$ cat src/sv/plt_pkg.sv
// Package for the positional list table.
// Holds sizes, request and status codes, and the request, result and cell control types.
`default_nettype none
package plt_pkg;

  localparam int CAPACITY = 16;
  localparam int DATA_W   = 32;
  localparam int IDX_W    = 4;
  localparam int CNT_W    = 5;

  typedef enum logic [1:0] {
    REQ_INSERT = 2'd0,
    REQ_DELETE = 2'd1,
    REQ_FIND   = 2'd2,
    REQ_READ   = 2'd3
  } req_kind_t;

  typedef enum logic [2:0] {
    ST_OK       = 3'd0,
    ST_FULL     = 3'd1,
    ST_EMPTY    = 3'd2,
    ST_BADPOS   = 3'd3,
    ST_NOTFOUND = 3'd4
  } status_t;

  typedef struct packed {
    req_kind_t          req_type;
    logic [3:0]         position;
    logic signed [31:0] value;
  } plt_req_t;

  typedef struct packed {
    status_t            status;
    logic [3:0]         found_index;
    logic signed [31:0] read_value;
    logic [4:0]         entry_count;
  } plt_res_t;

  typedef struct packed {
    logic              ins_en;
    logic              del_en;
    logic [IDX_W-1:0]  pos;
    logic [CNT_W-1:0]  count;
    logic [DATA_W-1:0] value;
  } plt_ctrl_t;

endpackage
`default_nettype wire

$ cat src/sv/plt_cell.sv
// One storage cell of the positional list table.
// Depends on plt_pkg for the sizes and the shared control struct.
`default_nettype none
module plt_cell
  import plt_pkg::*;
(
  input  wire logic              clk,
  input  wire logic [IDX_W-1:0]  cell_idx,
  input  wire plt_ctrl_t         ctrl,
  input  wire logic [DATA_W-1:0] left_data,
  input  wire logic [DATA_W-1:0] right_data,
  output logic      [DATA_W-1:0] data,
  output logic                   match
);

  logic [DATA_W-1:0] data_r;
  logic [DATA_W-1:0] data_nxt;
  logic [CNT_W-1:0]  idx_ext;
  logic [CNT_W-1:0]  pos_ext;

  assign idx_ext = CNT_W'(cell_idx);
  assign pos_ext = CNT_W'(ctrl.pos);

  always_comb begin
    data_nxt = data_r;
    if (ctrl.ins_en) begin
      if (idx_ext == pos_ext) begin
        data_nxt = ctrl.value;
      end else if (idx_ext > pos_ext && idx_ext <= ctrl.count) begin
        data_nxt = left_data;
      end
    end else if (ctrl.del_en) begin
      if (idx_ext >= pos_ext && (idx_ext + CNT_W'(1)) < ctrl.count) begin
        data_nxt = right_data;
      end
    end
  end

  always_ff @(posedge clk) begin
    data_r <= data_nxt;
  end

  assign data  = data_r;
  assign match = (idx_ext < ctrl.count) && (data_r == ctrl.value);

endmodule
`default_nettype wire

$ cat src/sv/positional_list_table.sv
// A result is registered when its request is accepted and is valid in the next cycle.
// Throughput: one request per cycle; all cells shift and compare in parallel,
// and a new request is taken whenever the output register is empty or being taken.
// Reset: synchronous, active low; empties the list and the output register.
// Depends on plt_pkg and plt_cell.
`default_nettype none
module positional_list_table
  import plt_pkg::*;
(
  input  wire logic     clk,
  input  wire logic     rst_n,
  input  wire logic     in_valid,
  output logic          in_stall,
  input  wire plt_req_t in_req,
  output logic          out_valid,
  input  wire logic     out_stall,
  output plt_res_t      out_res
);

  logic [CNT_W-1:0]  count_r;
  logic [CNT_W-1:0]  count_nxt;
  logic              out_valid_r;
  logic              out_valid_nxt;
  plt_res_t          out_res_r;
  plt_res_t          out_res_nxt;
  plt_ctrl_t         ctrl;
  logic              accept;
  logic              ins_ok;
  logic              del_ok;
  logic [CNT_W-1:0]  pos_ext;
  logic [DATA_W-1:0] cell_data [CAPACITY];
  logic [CAPACITY-1:0] match;
  logic              found;
  logic [IDX_W-1:0]  found_idx;

  assign in_stall = out_valid_r && out_stall;
  assign accept   = in_valid && !in_stall;
  assign pos_ext  = CNT_W'(in_req.position);

  assign ins_ok = (in_req.req_type == REQ_INSERT) && (count_r < CNT_W'(CAPACITY)) &&
                  (pos_ext <= count_r);
  assign del_ok = (in_req.req_type == REQ_DELETE) && (count_r != '0) &&
                  (pos_ext < count_r);

  assign ctrl.ins_en = accept && ins_ok;
  assign ctrl.del_en = accept && del_ok;
  assign ctrl.pos    = in_req.position;
  assign ctrl.count  = count_r;
  assign ctrl.value  = DATA_W'(in_req.value);

  for (genvar k = 0; k < CAPACITY; k++) begin : g_cell
    logic [DATA_W-1:0] left_d;
    logic [DATA_W-1:0] right_d;
    if (k == 0) begin : g_first
      assign left_d = ctrl.value;
    end else begin : g_mid_l
      assign left_d = cell_data[k-1];
    end
    if (k == CAPACITY - 1) begin : g_last
      assign right_d = cell_data[k];
    end else begin : g_mid_r
      assign right_d = cell_data[k+1];
    end
    plt_cell u_cell (
      .clk        (clk),
      .cell_idx   (IDX_W'(k)),
      .ctrl       (ctrl),
      .left_data  (left_d),
      .right_data (right_d),
      .data       (cell_data[k]),
      .match      (match[k])
    );
  end

  always_comb begin
    found_idx = '0;
    for (int k = CAPACITY - 1; k >= 0; k--) begin
      if (match[k]) begin
        found_idx = IDX_W'(k);
      end
    end
  end

  assign found = |match;

  always_comb begin
    count_nxt               = count_r;
    out_res_nxt.status      = ST_OK;
    out_res_nxt.found_index = '0;
    out_res_nxt.read_value  = '0;
    unique case (in_req.req_type)
      REQ_INSERT: begin
        if (count_r >= CNT_W'(CAPACITY)) begin
          out_res_nxt.status = ST_FULL;
        end else if (!ins_ok) begin
          out_res_nxt.status = ST_BADPOS;
        end else begin
          count_nxt = count_r + CNT_W'(1);
        end
      end
      REQ_DELETE: begin
        if (count_r == '0) begin
          out_res_nxt.status = ST_EMPTY;
        end else if (!del_ok) begin
          out_res_nxt.status = ST_BADPOS;
        end else begin
          count_nxt = count_r - CNT_W'(1);
        end
      end
      REQ_FIND: begin
        if (found) begin
          out_res_nxt.found_index = found_idx;
        end else begin
          out_res_nxt.status = ST_NOTFOUND;
        end
      end
      REQ_READ: begin
        if (pos_ext >= count_r) begin
          out_res_nxt.status = ST_BADPOS;
        end else begin
          out_res_nxt.read_value = 32'(cell_data[in_req.position]);
        end
      end
    endcase
    out_res_nxt.entry_count = count_nxt;
  end

  always_comb begin
    out_valid_nxt = out_valid_r && out_stall;
    if (accept) begin
      out_valid_nxt = 1'b1;
    end
  end

  always_ff @(posedge clk) begin
    if (!rst_n) begin
      count_r     <= '0;
      out_valid_r <= 1'b0;
    end else begin
      out_valid_r <= out_valid_nxt;
      if (accept) begin
        count_r <= count_nxt;
      end
    end
  end

  always_ff @(posedge clk) begin
    if (accept) begin
      out_res_r <= out_res_nxt;
    end
  end

  assign out_valid = out_valid_r;
  assign out_res   = out_res_r;

endmodule
`default_nettype wire

$ cat config.mk
export PLATFORM = sky130hd
export DESIGN_NAME = positional_list_table
export DESIGN_NICKNAME = d
export VERILOG_FILES = /design/src/sv/plt_pkg.sv /design/src/sv/plt_cell.sv /design/src/sv/positional_list_table.sv
export SDC_FILE = /design/constraint.sdc
export NUM_CORES = 2
export LEC_CHECK = 0
export BUFFER_PORTS_ARGS = -buffer_cell sky130_fd_sc_hd__buf_2
export CELL_PAD_IN_SITES_DETAIL_PLACEMENT = 0
export CELL_PAD_IN_SITES_GLOBAL_PLACEMENT = 1
export CORE_MARGIN = 3
export CORE_UTILIZATION = 40
export CTS_BUF_LIST = sky130_fd_sc_hd__clkbuf_4 sky130_fd_sc_hd__clkbuf_8
export CTS_CLUSTER_SIZE = 28
export DETAILED_ROUTE_END_ITERATION = 12
export MAX_ROUTING_LAYER = met4
export PLACE_DENSITY = 0.7
export SLEW_MARGIN = 20
export SYNTH_ARGS = -nofsm -noshare
export SYNTH_HDL_FRONTEND = slang
export SYNTH_HIERARCHICAL = 1
export SYNTH_SLANG_ARGS = --single-unit
$ cat constraint.sdc
create_clock -name clk -period 8.4 [get_ports clk]
set_input_delay 1.68 -clock clk [delete_from_list [all_inputs] [get_ports clk]]
set_output_delay 1.68 -clock clk [all_outputs]
set_load 0.01 [all_outputs]
==> run metrics <==
vias in the first global route=30600; worst setup path category=input pin to flip-flop; DRC Markers=0; chip width=337 um; WL final=around 140000 um; Worst setup EP type=flip-flop; Hold Crit Class=flip-flop to flip-flop; Synth Area in Simple Gates=0.103; crit path DAT=approximately 5800 ps; Yosys reg bits=562; Core ar.=approximately 0.11 sq mm; Synth Area in Compound Gates=0.0947; CTS H-tree depth=3; Max-Cap Viols=0; Clk pin slew, worst setup/hold paths=70 ps; final net count=4662; WP data required=around 9000 ps; dpl hpwl=just over 100000 um; worst vdd ir=0.0997 mV; gr ovfl total=0; Final ANT Viol Nets=0; endpoints failing hold=0; Sw Ratio=0.297; Post-Synth Adder-Cell Area=0.0660; post-CTS resize count=0; final worst setup slack=roughly 3100 ps; skew final=45.5 ps; Critical Path Source Type=input pin; Place WS=between 2000 and 2500 ps; Port Buffers=between 80 and 90; insertion delay to the later sink of the worst-skew pair=approximately 780 ps; Netlist cell types=51; post-synthesis mux area share=0.199; CTS Buffer Depth=3; Die Ht=between 300 and 400 um; Pleak=approximately 22 nW; largest net degree at the start of global routing=~250; ys flop type=edfxtp_1; Switch Pwr=~0.0021 W; initial antenna violation count=13; Initial Utilization=0.406; Synthesis Warnings=6; Mapped Area=around 0.044 sq mm; status=complete, no violations; Post-CTS Setup Bufs=0; clock share of power=0.382; Via density=roughly 5.6; layout cell share with drive strength beyond 1=0.123; Int Power=0.00498 W; drt initial violations=~3600; Synth top area share=0.381; final slew viol count=0; share of flip-flops with an asynchronous set or reset=0; GP Congestion=between 0.8 and 0.9; Max FO, Critical Path=roughly 240; dominant cell by count in the synthesized netlist=edfxtp_1; period utilisation layout=0.636; vias=~33000; routed len/inst=~24 um; hold_buf cts=0; Mapped Cells=approximately 4000; Max transition margin=0.246; Synth-to-Final Area Change=11.3%; CTS tree=yes; top cells by area, synth=edfxtp_1 38%, mux2i_1 12%, xor2_1 11%; f_max=about 0.19 GHz; Num CTS Buffers=105; Row Count=120; Least-Margin Pin Slew=approximately 1100 ps; Post-synth EDFFs=556; first-pass GRT wire length=approximately 210000 um; register area share after synthesis=0.384; area leader, netlist=edfxtp_1; Pwr Density=~150 mW/mm^2; gr usage total=0.253; Synth Area in XOR/XNOR=0.109; Root Buffer=clkbuf_8; TNS Setup=0 ps; Filler cells=10300; I/O pin total=88; clk sinks=about 560; Synth Area per Inst=roughly 11 sq um; full die area=roughly 0.11 sq mm; final setup vio count=0; RSZ-0062 raised after global routing=no; Synth top cells by count=556 x edfxtp_1, 553 x a21oi_1, 541 x nor2_1; minimum clock period=between 5000 and 6000 ps; Seq pwr share=0.449; Comb pwr share=0.169; largest family of logic cells by synthesized area=multiplexers; first drt pass iteration count=5
worst paths after layout:
path | start | to | slack, ps | cells after the start
worst min-delay path | out_valid | out_valid | 580 | 3
worst max-delay path | in_req[34] | g_cell[6].u_cell/data[1] | 3060 | 9
worst max register to register | count_r[2] | g_cell[6].u_cell/data[1] | 3750 | 10
worst min register to register | out_valid | out_valid | 580 | 3
kinds of logic after synthesis:
family / Yosys count
adder cells (fa/ha/maj): 231
AND/OR/NAND/NOR: 907
flip-flops: 562
AO/OA/AOI/OAI: 733
buffers and inverters: 392
multiplexers: 673
other: 2
XOR/XNOR: 547
area by class of cell:
cell class	instances	area [sq um]	area share
well taps	1403	1760	0.0360
clock buffers	139	1710	0.0351
repair buffers	167	1110	0.0228
clock inverters	49	332	0.00680
diodes	5	12.5	0.000257
multi-input cells	3363	26300	0.539
flip-flops and latches	562	16800	0.345
inverters	190	713	0.0146
power by group through the flow:
stage / sequential [W] / combinational, W / clock [W]
after CTS: 0.00318 / 0.00119 / 0.00275
after global routing: 0.00319 / 0.00131 / 0.00287
final: 0.00318 / 0.00120 / 0.00270
after floorplan: 0.00323 / 0.000779 / 0
after detailed placement: 0.00324 / 0.00118 / 0
after global placement: 0.00324 / 0.00117 / 0
per-layer routing:
metal | part of all wire | GRT usage | wire length [um]
met5 | 0 | - | 0
met4 | 0.025 | 0.0653 | 3510
met3 | 0.083 | 0.0423 | 11800
met2 | 0.44 | 0.370 | 61900
met1 | 0.45 | 0.364 | 64100
state kept, by name, indices dropped and copies added (netlist names):
name and flops:
out_valid 1, out_res 44, g_cell.u_cell/data 512, count_r 5
cells in the final DEF (no fill, tap or decap), drive strengths merged, types with 139 or more instances in the layout:
cell type    n
conb       272
buf        167
nor2       541
ha         231
mux2i      513
a21oi      553
clkbuf     139
xor2       528
inv        194
edfxtp     556
mux4       159
critical path, cell delays in order:
cell and delay (ps):
buf_6 510, ha_1 360, or2_2 310, o311ai_0 120
a21oi_1 310, nor2_4 490, buf_12 650, buf_12 780
a21oi_1 170
stage by stage:
stage          area [sq um]  total power (W)  utilization  hold WS, ps  cells
2_1_floorplan         44800          0.00401            -          620   4317
3_3_place_gp          46700          0.00441        0.433          556   5684
3_5_place_dp          46700          0.00442        0.433          568   5685
4_1_cts               48800          0.00712        0.452          584   5873
5_1_grt               48800          0.00736        0.452          627   5876
6_report              48800          0.00708        0.452          579   5878
No activity file was read; power rests on OpenSTA's default activity.
